File: src/mceb_pkg.sv
// Shared constants, types and a helper function of the multi-chip event builder.
package mceb_pkg;

    // Sizing of the chip array and of the word counters
    localparam int CHIPS          = 16;
    localparam int WORD_COUNT_MAX = 4095;
    localparam int MASK_W         = 16;
    localparam int LINK_W         = 5;
    localparam int LINKS_RESET    = 1;
    localparam int WIDE_W         = 16;
    localparam int MAX_OUT_W      = 12;

    localparam int CNT_W      = $clog2(WORD_COUNT_MAX + 1);
    localparam int TOTAL_W    = $clog2(CHIPS * WORD_COUNT_MAX + 1);
    localparam int CHIP_IDX_W = (CHIPS > 1) ? $clog2(CHIPS) : 1;
    localparam int SEQ_W      = $clog2(((CHIPS > TOTAL_W) ? CHIPS : TOTAL_W) + 1);
    localparam int TOT_EXT_W  = (TOTAL_W > WIDE_W) ? TOTAL_W : WIDE_W;
    localparam int MAX_EXT_W  = (CNT_W > MAX_OUT_W) ? CNT_W : MAX_OUT_W;

    typedef logic [CNT_W-1:0] count_t;

    // Controller states
    typedef enum logic [3:0] {
        ST_IDLE = 4'b0001,
        ST_SUM  = 4'b0010,
        ST_DIV  = 4'b0100,
        ST_DONE = 4'b1000
    } state_t;

    // Commands from the controller to the datapath
    typedef struct packed {
        logic                  step;
        logic                  sum_en;
        logic                  sum_last;
        logic                  div_en;
        logic                  finish;
        logic [CHIP_IDX_W-1:0] chip_idx;
    } cmd_t;

    // Status from the datapath to the controller
    typedef struct packed {
        logic evt_release;
    } status_t;

    // Saturating increment of a word counter
    function automatic count_t sat_inc(count_t v);
        return (v >= count_t'(WORD_COUNT_MAX)) ? count_t'(WORD_COUNT_MAX) : v + count_t'(1);
    endfunction

endpackage

File: src/mceb_ifs.sv
// Channel interfaces of the event builder: tick input, result output, configuration write.
interface mceb_tick_if;
    logic                         valid;
    logic                         ready;
    logic [mceb_pkg::MASK_W-1:0]  data_valid_mask;
    logic [mceb_pkg::MASK_W-1:0]  control_valid_mask;
    logic [mceb_pkg::MASK_W-1:0]  control_header_mask;

    modport source (output valid, output data_valid_mask, output control_valid_mask,
                    output control_header_mask, input ready);
    modport sink   (input valid, input data_valid_mask, input control_valid_mask,
                    input control_header_mask, output ready);
endinterface

interface mceb_result_if;
    logic                            valid;
    logic                            ready;
    logic [mceb_pkg::MASK_W-1:0]     read_data_mask;
    logic [mceb_pkg::MASK_W-1:0]     read_control_mask;
    logic                            event_ready;
    logic [mceb_pkg::WIDE_W-1:0]     event_words;
    logic [mceb_pkg::WIDE_W-1:0]     send_ticks;
    logic [mceb_pkg::MAX_OUT_W-1:0]  max_chip_words;
    logic                            count_error;

    modport source (output valid, output read_data_mask, output read_control_mask,
                    output event_ready, output event_words, output send_ticks,
                    output max_chip_words, output count_error, input ready);
    modport sink   (input valid, input read_data_mask, input read_control_mask,
                    input event_ready, input event_words, input send_ticks,
                    input max_chip_words, input count_error, output ready);
endinterface

interface mceb_cfg_if;
    logic                         valid;
    logic                         ready;
    logic [mceb_pkg::LINK_W-1:0]  link_count;

    modport source (output valid, output link_count, input ready);
    modport sink   (input valid, input link_count, output ready);
endinterface

File: src/mceb_ctrl.sv
// Controller state machine: tick handshake, event summing and division sequencing.
module mceb_ctrl (
    input  logic              clk,
    input  logic              rst_n,
    input  logic              tick_valid,
    output logic              tick_ready,
    output logic              result_valid,
    input  logic              result_ready,
    input  mceb_pkg::status_t status,
    output mceb_pkg::cmd_t    cmd
);
    import mceb_pkg::*;

    state_t           state_reg, state_next;
    logic [SEQ_W-1:0] seq_reg, seq_next;
    logic             out_valid_reg, out_valid_next;
    logic             out_free;
    logic             accept;
    logic             load_result;

    // Take a beat only when idle and the result slot is free or draining
    assign out_free     = !out_valid_reg || result_ready;
    assign tick_ready   = (state_reg == ST_IDLE) && out_free;
    assign accept       = tick_valid && tick_ready;
    assign result_valid = out_valid_reg;

    // Sequence the event release
    always_comb
    begin
        state_next   = state_reg;
        seq_next     = seq_reg;
        cmd          = '0;
        cmd.chip_idx = seq_reg[CHIP_IDX_W-1:0];
        load_result  = 1'b0;
        case (state_reg)
            ST_IDLE:
            begin
                cmd.step = accept;
                if (accept)
                begin
                    if (status.evt_release)
                    begin
                        state_next = ST_SUM;
                        seq_next   = '0;
                    end
                    else
                    begin
                        load_result = 1'b1;
                    end
                end
            end
            ST_SUM:
            begin
                cmd.sum_en = 1'b1;
                if (seq_reg == SEQ_W'(CHIPS - 1))
                begin
                    cmd.sum_last = 1'b1;
                    state_next   = ST_DIV;
                    seq_next     = '0;
                end
                else
                begin
                    seq_next = seq_reg + SEQ_W'(1);
                end
            end
            ST_DIV:
            begin
                cmd.div_en = 1'b1;
                if (seq_reg == SEQ_W'(TOTAL_W - 1))
                begin
                    state_next = ST_DONE;
                end
                else
                begin
                    seq_next = seq_reg + SEQ_W'(1);
                end
            end
            ST_DONE:
            begin
                cmd.finish  = 1'b1;
                load_result = 1'b1;
                state_next  = ST_IDLE;
            end
            default:
            begin
                state_next = ST_IDLE;
            end
        endcase
    end

    // Hold the result beat until taken
    always_comb
    begin
        if (load_result)
            out_valid_next = 1'b1;
        else if (result_ready)
            out_valid_next = 1'b0;
        else
            out_valid_next = out_valid_reg;
    end

    always_ff @(posedge clk or negedge rst_n)
    begin
        if (!rst_n)
        begin
            state_reg     <= ST_IDLE;
            seq_reg       <= '0;
            out_valid_reg <= 1'b0;
        end
        else
        begin
            state_reg     <= state_next;
            seq_reg       <= seq_next;
            out_valid_reg <= out_valid_next;
        end
    end

endmodule

File: src/mceb_datapath.sv
// Datapath: per-chip counters, request masks, event sum, maximum and send-time divider.
module mceb_datapath (
    input  logic                              clk,
    input  logic                              rst_n,
    input  mceb_pkg::cmd_t                    cmd,
    output mceb_pkg::status_t                 status,
    input  logic [mceb_pkg::MASK_W-1:0]       data_valid_mask,
    input  logic [mceb_pkg::MASK_W-1:0]       control_valid_mask,
    input  logic [mceb_pkg::MASK_W-1:0]       control_header_mask,
    input  logic                              cfg_valid,
    output logic                              cfg_ready,
    input  logic [mceb_pkg::LINK_W-1:0]       link_count,
    output logic [mceb_pkg::MASK_W-1:0]       read_data_mask,
    output logic [mceb_pkg::MASK_W-1:0]       read_control_mask,
    output logic                              event_ready,
    output logic [mceb_pkg::WIDE_W-1:0]       event_words,
    output logic [mceb_pkg::WIDE_W-1:0]       send_ticks,
    output logic [mceb_pkg::MAX_OUT_W-1:0]    max_chip_words,
    output logic                              count_error
);
    import mceb_pkg::*;

    // Per-chip state
    count_t             pend_reg [CHIPS];
    count_t             buf_reg  [CHIPS];
    logic [CHIPS-1:0]   comp_reg;
    logic [CHIPS-1:0]   hdr_reg;
    logic [CHIPS-1:0]   rdp_reg;
    logic [CHIPS-1:0]   rcp_reg;

    // Per-chip next values for one tick
    count_t             pend_step [CHIPS];
    count_t             buf_step  [CHIPS];
    logic [CHIPS-1:0]   comp_step;
    logic [CHIPS-1:0]   hdr_step;
    logic [CHIPS-1:0]   rd_step;
    logic [CHIPS-1:0]   rc_step;
    logic [CHIPS-1:0]   err_vec;
    logic [CHIPS-1:0]   done_vec;

    logic [WIDE_W-1:0]  timer_reg;
    logic [WIDE_W-1:0]  timer_dec;
    logic [LINK_W-1:0]  links_reg;

    // Event summary and divider
    logic [TOTAL_W-1:0] acc_reg;
    logic [TOTAL_W-1:0] acc_next;
    count_t             max_reg;
    count_t             max_next;
    count_t             buf_sel;
    logic [TOTAL_W-1:0] quo_reg;
    logic [LINK_W-1:0]  rem_reg;
    logic [LINK_W:0]    rem_trial;
    logic               quo_bit;

    logic [MASK_W-1:0]  rd_mask_w;
    logic [MASK_W-1:0]  rc_mask_w;
    logic [TOT_EXT_W-1:0] tot_ext;
    logic [TOT_EXT_W-1:0] quo_ext;
    logic [MAX_EXT_W-1:0] max_ext;
    logic [WIDE_W-1:0]  words_sat;
    logic [WIDE_W-1:0]  ticks_sat;
    logic [MAX_OUT_W-1:0] max_sat;

    assign cfg_ready = 1'b1;

    // Count the send timer down
    assign timer_dec = (timer_reg != '0) ? timer_reg - WIDE_W'(1) : '0;

    // Advance each chip by one tick: data first, then control, then requests
    for (genvar c = 0; c < CHIPS; c++)
    begin : g_chip
        logic dv;
        logic cv;
        logic hb;

        if (c < MASK_W)
        begin : g_in
            assign dv = data_valid_mask[c];
            assign cv = control_valid_mask[c];
            assign hb = control_header_mask[c];
        end
        else
        begin : g_none
            assign dv = 1'b0;
            assign cv = 1'b0;
            assign hb = 1'b0;
        end

        always_comb
        begin
            count_t pend_d;
            pend_d       = pend_reg[c];
            buf_step[c]  = buf_reg[c];
            comp_step[c] = comp_reg[c];
            hdr_step[c]  = hdr_reg[c];
            err_vec[c]   = 1'b0;
            if (dv)
            begin
                buf_step[c] = sat_inc(buf_reg[c]);
                if (pend_reg[c] == '0)
                    err_vec[c] = 1'b1;
                else
                    pend_d = pend_reg[c] - count_t'(1);
            end
            if (cv)
            begin
                if (comp_reg[c])
                    err_vec[c] = 1'b1;
                if (hb && (buf_step[c] != '0))
                begin
                    comp_step[c] = 1'b1;
                    hdr_step[c]  = 1'b1;
                end
                else
                begin
                    pend_d = sat_inc(pend_d);
                end
            end
            pend_step[c] = pend_d;
            rd_step[c]   = (pend_d > count_t'(1)) || ((pend_d == count_t'(1)) && !rdp_reg[c]);
            rc_step[c]   = !comp_step[c] && !rcp_reg[c];
            done_vec[c]  = comp_step[c] && (pend_d == '0);
        end
    end

    // Map chips onto the request masks
    for (genvar m = 0; m < MASK_W; m++)
    begin : g_mask
        if (m < CHIPS)
        begin : g_bit
            assign rd_mask_w[m] = rd_step[m];
            assign rc_mask_w[m] = rc_step[m];
        end
        else
        begin : g_zero
            assign rd_mask_w[m] = 1'b0;
            assign rc_mask_w[m] = 1'b0;
        end
    end

    assign status.evt_release = (&done_vec) && (timer_dec == '0);

    // Accumulate total and maximum one chip per cycle
    assign buf_sel  = buf_reg[cmd.chip_idx];
    assign acc_next = acc_reg + TOTAL_W'(buf_sel);
    assign max_next = (buf_sel > max_reg) ? buf_sel : max_reg;

    // Restoring division, one quotient bit per cycle
    assign rem_trial = {rem_reg, quo_reg[TOTAL_W-1]};
    assign quo_bit   = (rem_trial >= {1'b0, links_reg});

    // Saturate the event summary to the output widths
    assign tot_ext   = TOT_EXT_W'(acc_reg);
    assign quo_ext   = TOT_EXT_W'(quo_reg);
    assign max_ext   = MAX_EXT_W'(max_reg);
    assign words_sat = (tot_ext > TOT_EXT_W'({WIDE_W{1'b1}})) ? {WIDE_W{1'b1}}
                                                              : tot_ext[WIDE_W-1:0];
    assign ticks_sat = (links_reg == '0) ? '0
                     : (quo_ext > TOT_EXT_W'({WIDE_W{1'b1}})) ? {WIDE_W{1'b1}}
                                                              : quo_ext[WIDE_W-1:0];
    assign max_sat   = (max_ext > MAX_EXT_W'({MAX_OUT_W{1'b1}})) ? {MAX_OUT_W{1'b1}}
                                                                 : max_ext[MAX_OUT_W-1:0];

    // Chip state, timer and link count
    always_ff @(posedge clk or negedge rst_n)
    begin
        if (!rst_n)
        begin
            for (int c = 0; c < CHIPS; c++)
            begin
                pend_reg[c] <= '0;
                buf_reg[c]  <= '0;
            end
            comp_reg  <= '0;
            hdr_reg   <= '0;
            rdp_reg   <= '0;
            rcp_reg   <= '0;
            timer_reg <= '0;
            links_reg <= LINK_W'(LINKS_RESET);
        end
        else
        begin
            if (cfg_valid && cfg_ready)
                links_reg <= link_count;
            if (cmd.step)
            begin
                for (int c = 0; c < CHIPS; c++)
                begin
                    pend_reg[c] <= pend_step[c];
                    buf_reg[c]  <= buf_step[c];
                end
                comp_reg  <= comp_step;
                hdr_reg   <= hdr_step;
                rdp_reg   <= rd_step;
                rcp_reg   <= rc_step;
                timer_reg <= timer_dec;
            end
            else if (cmd.finish)
            begin
                // Clear all chips and turn held headers into pending words
                for (int c = 0; c < CHIPS; c++)
                begin
                    buf_reg[c] <= '0;
                    if (hdr_reg[c])
                        pend_reg[c] <= sat_inc(pend_reg[c]);
                end
                comp_reg  <= '0;
                hdr_reg   <= '0;
                timer_reg <= ticks_sat;
            end
        end
    end

    // Event summary and divider registers
    always_ff @(posedge clk)
    begin
        if (cmd.step)
        begin
            acc_reg <= '0;
            max_reg <= '0;
        end
        else if (cmd.sum_en)
        begin
            acc_reg <= acc_next;
            max_reg <= max_next;
        end
        if (cmd.sum_last)
        begin
            quo_reg <= acc_next;
            rem_reg <= '0;
        end
        else if (cmd.div_en)
        begin
            quo_reg <= {quo_reg[TOTAL_W-2:0], quo_bit};
            rem_reg <= quo_bit ? LINK_W'(rem_trial - {1'b0, links_reg})
                               : rem_trial[LINK_W-1:0];
        end
    end

    // Result register
    always_ff @(posedge clk)
    begin
        if (cmd.step)
        begin
            read_data_mask    <= rd_mask_w;
            read_control_mask <= rc_mask_w;
            count_error       <= |err_vec;
            event_ready       <= 1'b0;
            event_words       <= '0;
            send_ticks        <= '0;
            max_chip_words    <= '0;
        end
        else if (cmd.finish)
        begin
            event_ready    <= 1'b1;
            event_words    <= words_sat;
            send_ticks     <= ticks_sat;
            max_chip_words <= max_sat;
        end
    end

endmodule

File: src/multi_chip_event_builder.sv
// Top level of the multi-chip event builder: controller, datapath and checks.
//
// One tick beat advances every chip's pending and buffered word counts and
// yields one result beat with that tick's read requests. For a tick that
// releases an event (sixteen chips of 12-bit counts), the datapath adds and
// compares the buffered counts one chip per cycle, then a restoring divider
// computes the send time one quotient bit per cycle, then the chips are
// cleared. No tick is taken during that time. The output register holds a
// result beat while the next tick is taken in the same cycle that the result
// is consumed. The user must see that link_count is written only while the
// block is idle; the block itself does not enforce this.
module multi_chip_event_builder (
    input  logic                 clk,
    input  logic                 rst_n,
    mceb_tick_if.sink            tick,
    mceb_result_if.source        result,
    mceb_cfg_if.sink             cfg
);
    import mceb_pkg::*;

    cmd_t    cmd;
    status_t status;

    mceb_ctrl u_ctrl (
        .clk          (clk),
        .rst_n        (rst_n),
        .tick_valid   (tick.valid),
        .tick_ready   (tick.ready),
        .result_valid (result.valid),
        .result_ready (result.ready),
        .status       (status),
        .cmd          (cmd)
    );

    mceb_datapath u_datapath (
        .clk                 (clk),
        .rst_n               (rst_n),
        .cmd                 (cmd),
        .status              (status),
        .data_valid_mask     (tick.data_valid_mask),
        .control_valid_mask  (tick.control_valid_mask),
        .control_header_mask (tick.control_header_mask),
        .cfg_valid           (cfg.valid),
        .cfg_ready           (cfg.ready),
        .link_count          (cfg.link_count),
        .read_data_mask      (result.read_data_mask),
        .read_control_mask   (result.read_control_mask),
        .event_ready         (result.event_ready),
        .event_words         (result.event_words),
        .send_ticks          (result.send_ticks),
        .max_chip_words      (result.max_chip_words),
        .count_error         (result.count_error)
    );

    // Only one datapath operation per cycle
    assert property (@(posedge clk) disable iff (!rst_n)
        $onehot0({cmd.step, cmd.sum_en, cmd.div_en, cmd.finish}))
        else $error("more than one datapath command in a cycle");

    // No tick beat is taken while an event is being summed or divided
    assert property (@(posedge clk) disable iff (!rst_n)
        (cmd.sum_en || cmd.div_en || cmd.finish) |-> !tick.ready)
        else $error("tick accepted during event release");

    // The release result lands in an empty output register
    assert property (@(posedge clk) disable iff (!rst_n)
        cmd.finish |-> !result.valid)
        else $error("release result overwrites a pending result beat");

    // The last summing cycle is followed by the divider
    assert property (@(posedge clk) disable iff (!rst_n)
        cmd.sum_last |=> cmd.div_en)
        else $error("divider did not start after summing");

endmodule

File: src/flat_wrapper.sv
// flat-port wrapper written by rule: the top's interface ports become plain ports
module multi_chip_event_builder_flat import mceb_pkg::*;
  (clk, rst_n, tick_valid, tick_data_valid_mask, tick_control_valid_mask, tick_control_header_mask, tick_ready, result_valid, result_read_data_mask, result_read_control_mask, result_event_ready, result_event_words, result_send_ticks, result_max_chip_words, result_count_error, result_ready, cfg_valid, cfg_link_count, cfg_ready);
  mceb_tick_if tick_i ();
  mceb_result_if result_i ();
  mceb_cfg_if cfg_i ();
  input  logic clk;
  input  logic rst_n;
  input wire logic [$bits(tick_i.valid)-1:0] tick_valid;
  input wire logic [$bits(tick_i.data_valid_mask)-1:0] tick_data_valid_mask;
  input wire logic [$bits(tick_i.control_valid_mask)-1:0] tick_control_valid_mask;
  input wire logic [$bits(tick_i.control_header_mask)-1:0] tick_control_header_mask;
  output wire logic [$bits(tick_i.ready)-1:0] tick_ready;
  output wire logic [$bits(result_i.valid)-1:0] result_valid;
  output wire logic [$bits(result_i.read_data_mask)-1:0] result_read_data_mask;
  output wire logic [$bits(result_i.read_control_mask)-1:0] result_read_control_mask;
  output wire logic [$bits(result_i.event_ready)-1:0] result_event_ready;
  output wire logic [$bits(result_i.event_words)-1:0] result_event_words;
  output wire logic [$bits(result_i.send_ticks)-1:0] result_send_ticks;
  output wire logic [$bits(result_i.max_chip_words)-1:0] result_max_chip_words;
  output wire logic [$bits(result_i.count_error)-1:0] result_count_error;
  input wire logic [$bits(result_i.ready)-1:0] result_ready;
  input wire logic [$bits(cfg_i.valid)-1:0] cfg_valid;
  input wire logic [$bits(cfg_i.link_count)-1:0] cfg_link_count;
  output wire logic [$bits(cfg_i.ready)-1:0] cfg_ready;
  assign tick_i.valid = tick_valid;
  assign tick_i.data_valid_mask = tick_data_valid_mask;
  assign tick_i.control_valid_mask = tick_control_valid_mask;
  assign tick_i.control_header_mask = tick_control_header_mask;
  assign tick_ready = tick_i.ready;
  assign result_valid = result_i.valid;
  assign result_read_data_mask = result_i.read_data_mask;
  assign result_read_control_mask = result_i.read_control_mask;
  assign result_event_ready = result_i.event_ready;
  assign result_event_words = result_i.event_words;
  assign result_send_ticks = result_i.send_ticks;
  assign result_max_chip_words = result_i.max_chip_words;
  assign result_count_error = result_i.count_error;
  assign result_i.ready = result_ready;
  assign cfg_i.valid = cfg_valid;
  assign cfg_i.link_count = cfg_link_count;
  assign cfg_ready = cfg_i.ready;
  multi_chip_event_builder u_core (.clk(clk), .rst_n(rst_n), .tick(tick_i), .result(result_i), .cfg(cfg_i));
endmodule
File: config.mk
export PLATFORM = sky130hd
export DESIGN_NAME = multi_chip_event_builder_flat
export DESIGN_NICKNAME = d
export VERILOG_FILES = /design/src/mceb_pkg.sv /design/src/mceb_ifs.sv /design/src/mceb_ctrl.sv /design/src/mceb_datapath.sv /design/src/multi_chip_event_builder.sv /design/src/flat_wrapper.sv
export SDC_FILE = /design/constraint.sdc
export NUM_CORES = 2
export LEC_CHECK = 0
export ABC_AREA = 1
export BUFFER_PORTS_ARGS = -buffer_cell sky130_fd_sc_hd__buf_2
export CORE_MARGIN = 2
export CORE_UTILIZATION = 55
export DETAILED_ROUTE_END_ITERATION = 10
export PLACE_DENSITY = 0.72
export SKIP_CTS_REPAIR_TIMING = 1
export SLEW_MARGIN = 10
export SYNTH_ARGS = -nofsm -noshare
export SYNTH_HDL_FRONTEND = slang
export SYNTH_HIERARCHICAL = 1
export SYNTH_SLANG_ARGS = --single-unit
File: constraint.sdc
create_clock -name clk -period 9.6 [get_ports clk]
set_clock_uncertainty 0.05 [all_clocks]
set_input_delay 1.92 -clock clk [delete_from_list [all_inputs] [get_ports clk]]
set_output_delay 1.92 -clock clk [all_outputs]
set_load 0.005 [all_outputs]
* After elaboration in Yosys (flattened, before gate mapping)
Cells that the tools add are included.
** Word-level totals
- Register bits after elaboration :: 606
- Bits in latches :: 0
- Bits in writable memories :: 0
- Bits in read-only memories :: 0
- Input port bits :: 58
- Output and inout bits :: 81
- Logic and storage cells :: 817
- Memories kept :: 0
** Operators by class
- $add $sub $neg :: 68
- Multiply operators :: 0
- Divide/modulo/power cells :: 0
- $lt $le $gt $ge :: 70
- Eq/ne operators :: 58
- Shift operators :: 0
- Muxes and demuxes :: 312
- Bitwise operators :: 1
- Reduce and logical (&&, ||, !) cells :: 241
** Operators with widths (number)
- $mux W12 :: 147
- $mux W192 :: 4
- $add A12 B1 Y12 const B :: 48
- $ge A12 B12 Y1 const B :: 48
- $logic_not A12 Y1 :: 32
- $eq A12 B1 Y1 const B :: 16
- $gt A12 B1 Y1 const B :: 16
- $reduce_bool A12 Y1 :: 16
- $sub A12 B1 Y12 const B :: 16
- $mux W16 :: 11
- $mux W1 :: 136
- $ne A2 B2 Y1 const B :: 36
- $logic_and A1 B1 Y1 :: 67
- $logic_not A1 Y1 :: 49
- $bmux W12 S4 :: 1
- $reduce_and A3 Y1 :: 16
- $reduce_bool A2 Y1 :: 19
- $reduce_and A2 Y1 :: 17
- $gt A16 B16 Y1 const B :: 2
- $mux W5 :: 5
- $logic_or A1 B1 Y1 :: 17
- $add A16 B12 Y16 :: 1
- $logic_not A16 Y1 :: 1
- $mux W4 :: 4
- other kinds (24) :: 25

* Longest topological paths before layout
- Depth after elaboration :: 15
- Depth in mapped cells :: 32

* Modules after synthesis
Netlist, hierarchy kept.
** By module, submodules not included
- mceb_datapath :: instances 1, cells an instance 8173, area an instance 50895.1 µm²
- mceb_ctrl :: instances 1, cells an instance 91, area an instance 694.4 µm²

* Least setup slack after synthesis
OpenSTA, ideal clock, no wires.
- Kind :: input -> register
- Start point :: input port tick_valid
- End point :: register u_core/u_datapath/pend_reg[128] (netlist name)
- Setup time :: 139 ps
- Arrival time :: 4781 ps
- Setup slack :: 4630 ps
- Stages on the path :: 8
- Cell sequence :: inv_1 > nor3_2 > inv_1 > clkbuf_1 > buf_1 > nand2_1 > clkbuf_1 > o21ai_0
** RTL lines
- start: declaration :: RTL line flat_wrapper.sv:9 : input wire logic [$bits(tick_i.valid)-1:0] tick_valid;
- end signal: indexed assignment :: RTL line mceb_datapath.sv:190 : pend_reg[c] <= pend_step[c];
- end signal: indexed assignment :: RTL line mceb_datapath.sv:206 : pend_reg[c] <= sat_inc(pend_reg[c]);
- end: declaration :: RTL line mceb_datapath.sv:24 : count_t pend_reg [CHIPS];

* Final worst setup path
- Start point :: input port tick_data_valid_mask[1]
- End point :: register u_core.u_ctrl.seq_reg[2]
** Between the ends
- Longest elaborated chain between the ends :: 11
- Elaborated cells between the ends (all ways) :: 17
** Ends and longest elaborated chain
- start: declaration :: RTL line flat_wrapper.sv:10 : input wire logic [$bits(tick_i.data_valid_mask)-1:0] tick_data_valid_mask;
- $mux W12 :: RTL line mceb_datapath.sv:98 : if (dv)
- $add A12 B1 Y12 (tied with other cells) :: RTL line mceb_pkg.sv:47 : return (v >= count_t'(WORD_COUNT_MAX)) ? count_t'(WORD_COUNT_MAX) : v + count_t'(1);
- $mux W12 or $logic_and A1 B1 Y1 (tied branches) :: RTL line mceb_pkg.sv:47, mceb_datapath.sv:110
- $mux W12 :: RTL line mceb_datapath.sv:110 : if (hb && (buf_step[c] != '0))
- $mux W12 :: RTL line mceb_datapath.sv:106 : if (cv)
- $logic_not A12 Y1 :: RTL line mceb_datapath.sv:123 : done_vec[c] = comp_step[c] && (pend_d == '0);
- $logic_and A1 B1 Y1 (*) :: RTL line mceb_datapath.sv:123
- $reduce_and A16 Y1 (*) :: RTL line mceb_datapath.sv:142 : assign status.evt_release = (&done_vec) && (timer_dec == '0);
- $logic_and A1 B1 Y1 (*) :: RTL line mceb_datapath.sv:142
- via u_core.status :: RTL line multi_chip_event_builder.sv:22 : status_t status;
- $ne A2 B1 Y1 (no line) (*)
- $reduce_and A4 Y1 (no line) (*)
- end signal: assignment :: RTL line mceb_ctrl.sv:113 : seq_reg <= seq_next;
- end: declaration :: RTL line mceb_ctrl.sv:15 : logic [SEQ_W-1:0] seq_reg, seq_next;
Mark *: on every way through the listed nets, which the timed path passes. The rest lies on a longest branch.
A chain may end at the register's enable or synchronous reset.

==> results.md <==
* Outcome: completed
* YS warnings at 6
* HP Class: reg -> reg
* Remaining global-route overflow at 0
* Syn nets at around 8400
* RR Endpoint: u_core/u_datapath/quo_ext[14]
* Row count at around 110
* Die height at between 300 and 400 um
* Post-synth top area share at 0.231
* Routed WL at 172000 um
* Via count at about 55000
* Via density at between 5 and 6
* Avg Cell Area, Syn at approximately 6.2 sq um
* R2r setup slk at 3.84 ns
* Initial DRC Count at between 5000 and 6000
* Fin. Hold Viols at 0
* Max clock buf depth at 3
* Initial Util at 0.554
* DIE WIDTH at 310 um
* Clk slew on worst S/H paths at approximately 0.060 ns
* Initial antenna violation count at 19
* Sequential area share after synthesis at 0.291
* Fmax at roughly 160 MHz
* CP required at roughly 10 ns
* Layout cells sized above 1 at 0.0692
* Critical Path Sink Type: register
* Drt pass-1 iters at 6
* I/O pin cnt at approximately 140
* RSZ-0062 raised after global routing: no
* HPWL Detailed at 128000 um
* # DRC at 0
* Synth area leaders: dfrtp_1 23%, nand2_1 17%, nand3_1 7.8%
* CP Launch Type: input port
* R2R Path Start: u_core/u_ctrl/seq_reg[1]
* Fin crit share at 0.639
* Gpl congestion at ~1.0
* VDD IR max at about 0.18 mV
* First-pass GRT wire length at between 200000 and 300000 um
* Antenna viol nets, final at 0
* Final Hold Slack at 0.400 ns
* # port buffers at 137
* Worst Max-Slew Pin Slew at 1.11 ns
* TritonCTS Sinks at 606
* Final instance area at between 50000 and 60000 sq um
* WL per Instance at 18.0 um
* Worst slew margin at 0.252
* Post-synth EDFFs at slightly below 50
* Setup TNS at 0 ns
* Placed Area at between 50000 and 60000 sq um
* R2r worst-path depth at 19
* Max Slew Vio Count at 0
* Distinct cells, synth at 73
* CTS tree: done
* Total GRT Usage at 0.351
* Core ar. at 93200 sq um
* Pwr Density at around 220 nW/um^2
* Max FO, Critical Path at 21
* DIE AREA at between 90000 and 100000 sq um
* Ys async rst share at 0.790
* Crit path DAT at roughly 6.6 ns
* Most used DFF post-synth: dfrtp_1
* # nets final at 8370
* CTS H-tree lvls at 3
* Post-synthesis cell count at 8264
* Tmin final at 6.13 ns
* Synth Register Bits at between 600 and 700
* Leakage at 26.7 nW
* Worst setup path startpoint: tick_data_valid_mask[1]
* Synthesis-to-finish area growth at 7.55%
* Worst-Skew Late Latency at slightly below 0.7 ns
* Setup violators final at 0
* TritonCTS buffer count at 75
* Post-synth top area cell: dfrtp_1
* Kind of critical path: in -> reg
* Cell Area, Synth at approximately 52000 sq um
* CTS root buffer: clkbuf_16
* Maxcap violations at 0
* Pin count of the biggest net entering global routing at 124
* Number of global-route vias before repair at slightly above 50000
* Worst Setup EP: u_core/u_ctrl/seq_reg[2]
[synthesized netlist by cell type, drive strengths merged (49+ instances only)]
library cell     n
nand3          817
buf            123
a21oi          282
o21ai          734
nor2          1002
xor2           190
clkbuf         169
ha              98
nand2         2346
nand4          243
inv           1081
o221ai         103
dfrtp          477
dfxtp           78
edfxtp          49
nor3           112
o22ai          119
[where the power goes]
group / switching [mW] / internal, mW / total [mW] / leakage, nW
Sequential: 0.789 / 3.11 / 3.90 / 6.94
Combinational: 3.50 / 1.64 / 5.15 / 18.4
Clock: 1.28 / 1.87 / 3.15 / 1.32
Total: 5.57 / 6.62 / 12.2 / 26.7
[critical path, stage by stage]
cell and delay, ns:
buf_2 0.38, nand3_1 0.32, nor2_2 0.31, nand3_1 0.29, nand3_1 0.22, nor2_1 0.06, nand2_1 0.06, nor2_1 0.04
nand2_1 0.13, nand2_1 0.30, nand2_1 0.14, inv_1 0.12, o21ai_0 0.47, nand3_1 0.13, nor2_1 0.11, nand3_1 0.10
nor3_1 0.36, nand3_1 0.31, nor2_1 0.32, inv_1 0.11, nand2_2 0.11, nand2_4 0.08, o21ai_1 0.14, nand2_1 0.07
[layer usage]
layer	global-route usage	share of wire	up-vias
met3	0.0575	0.073	394
met2	0.552	0.44	2081
met1	0.473	0.44	25800
met4	0.165	0.046	10
li1	-	-	27100
met5	0	0.00039	-
[through the flow]
step / setup WS, ns / total power, mW / cells / utilization
floorplan: 4.63 / 7.64 / 8264 / -
global placement: 2.94 / 8.86 / 9389 / 0.566
detailed placement: 2.96 / 8.93 / 9389 / 0.566
CTS: 3.66 / 12.1 / 9529 / 0.595
global route: 3.23 / 13.1 / 9539 / 0.595
finish: 3.47 / 12.2 / 9540 / 0.595
[cell type report]
cell class / instances / area, sq um
repair buffers: 163 / 916
diodes: 11 / 27.5
flip-flops and latches: 606 / 15000
inverters: 1097 / 4130
clock buffers: 98 / 2140
fillers: 9134 / 37700
multi-input cells: 6269 / 31100
clock inverters: 42 / 607
well taps: 1254 / 1570
[cells by family (layout without fill, tap and decap cells)]
family,after synthesis,in the layout,share of synthesized area
buf+inv,1389,1400,0.107
simple gates,4564,4564,0.385
other cells,1,12,0.0000727
flops,606,606,0.291
fa+ha+maj,100,100,0.0245
xor+xnor,201,201,0.0366
mux,1,1,0.000218
compound gates,1402,1402,0.156
[how the worst min path moves through the flow]
stage                                  endpoint                              from  cells after the start
2_1_floorplan     u_core/u_datapath/rdp_reg[13]     u_core/u_datapath/rdp_reg[13]                      2
4_1_cts         u_core/u_datapath/send_ticks[4]   u_core/u_datapath/send_ticks[4]                      2
6_report       u_core/u_datapath/send_ticks[12]  u_core/u_datapath/send_ticks[12]                      2
3_3_place_gp    u_core/u_datapath/send_ticks[8]   u_core/u_datapath/send_ticks[8]                      2
3_5_place_dp    u_core/u_datapath/send_ticks[4]   u_core/u_datapath/send_ticks[4]                      2
5_1_grt        u_core/u_datapath/send_ticks[15]  u_core/u_datapath/send_ticks[15]                      2
[layout by cell type, fill, tap and decap left out, types with 18 or more instances in the layout]
master / synthesis / layout
nor3_1: 104 / 103
nand4_1: 242 / 242
nor2_2: 70 / 70
buf_4: 26 / 24
o221ai_1: 103 / 103
clkinv_1: 15 / 18
clkbuf_16: 0 / 78
xor2_1: 176 / 176
buf_2: 53 / 136
o22ai_1: 119 / 119
dfrtp_1: 477 / 475
o211ai_1: 48 / 48
nand2_2: 49 / 49
nand2_1: 2280 / 2280
inv_1: 1038 / 1036
dfxtp_1: 78 / 78
nor2_1: 902 / 900
inv_2: 43 / 44
nor2_4: 29 / 31
nand3_1: 800 / 800
edfxtp_1: 49 / 49
a31oi_1: 31 / 31
o21bai_1: 20 / 20
o21ai_1: 56 / 56
a21oi_1: 276 / 276
o21ai_0: 671 / 671
ha_1: 98 / 98
Note: power is estimated with default switching activity, not from simulation.
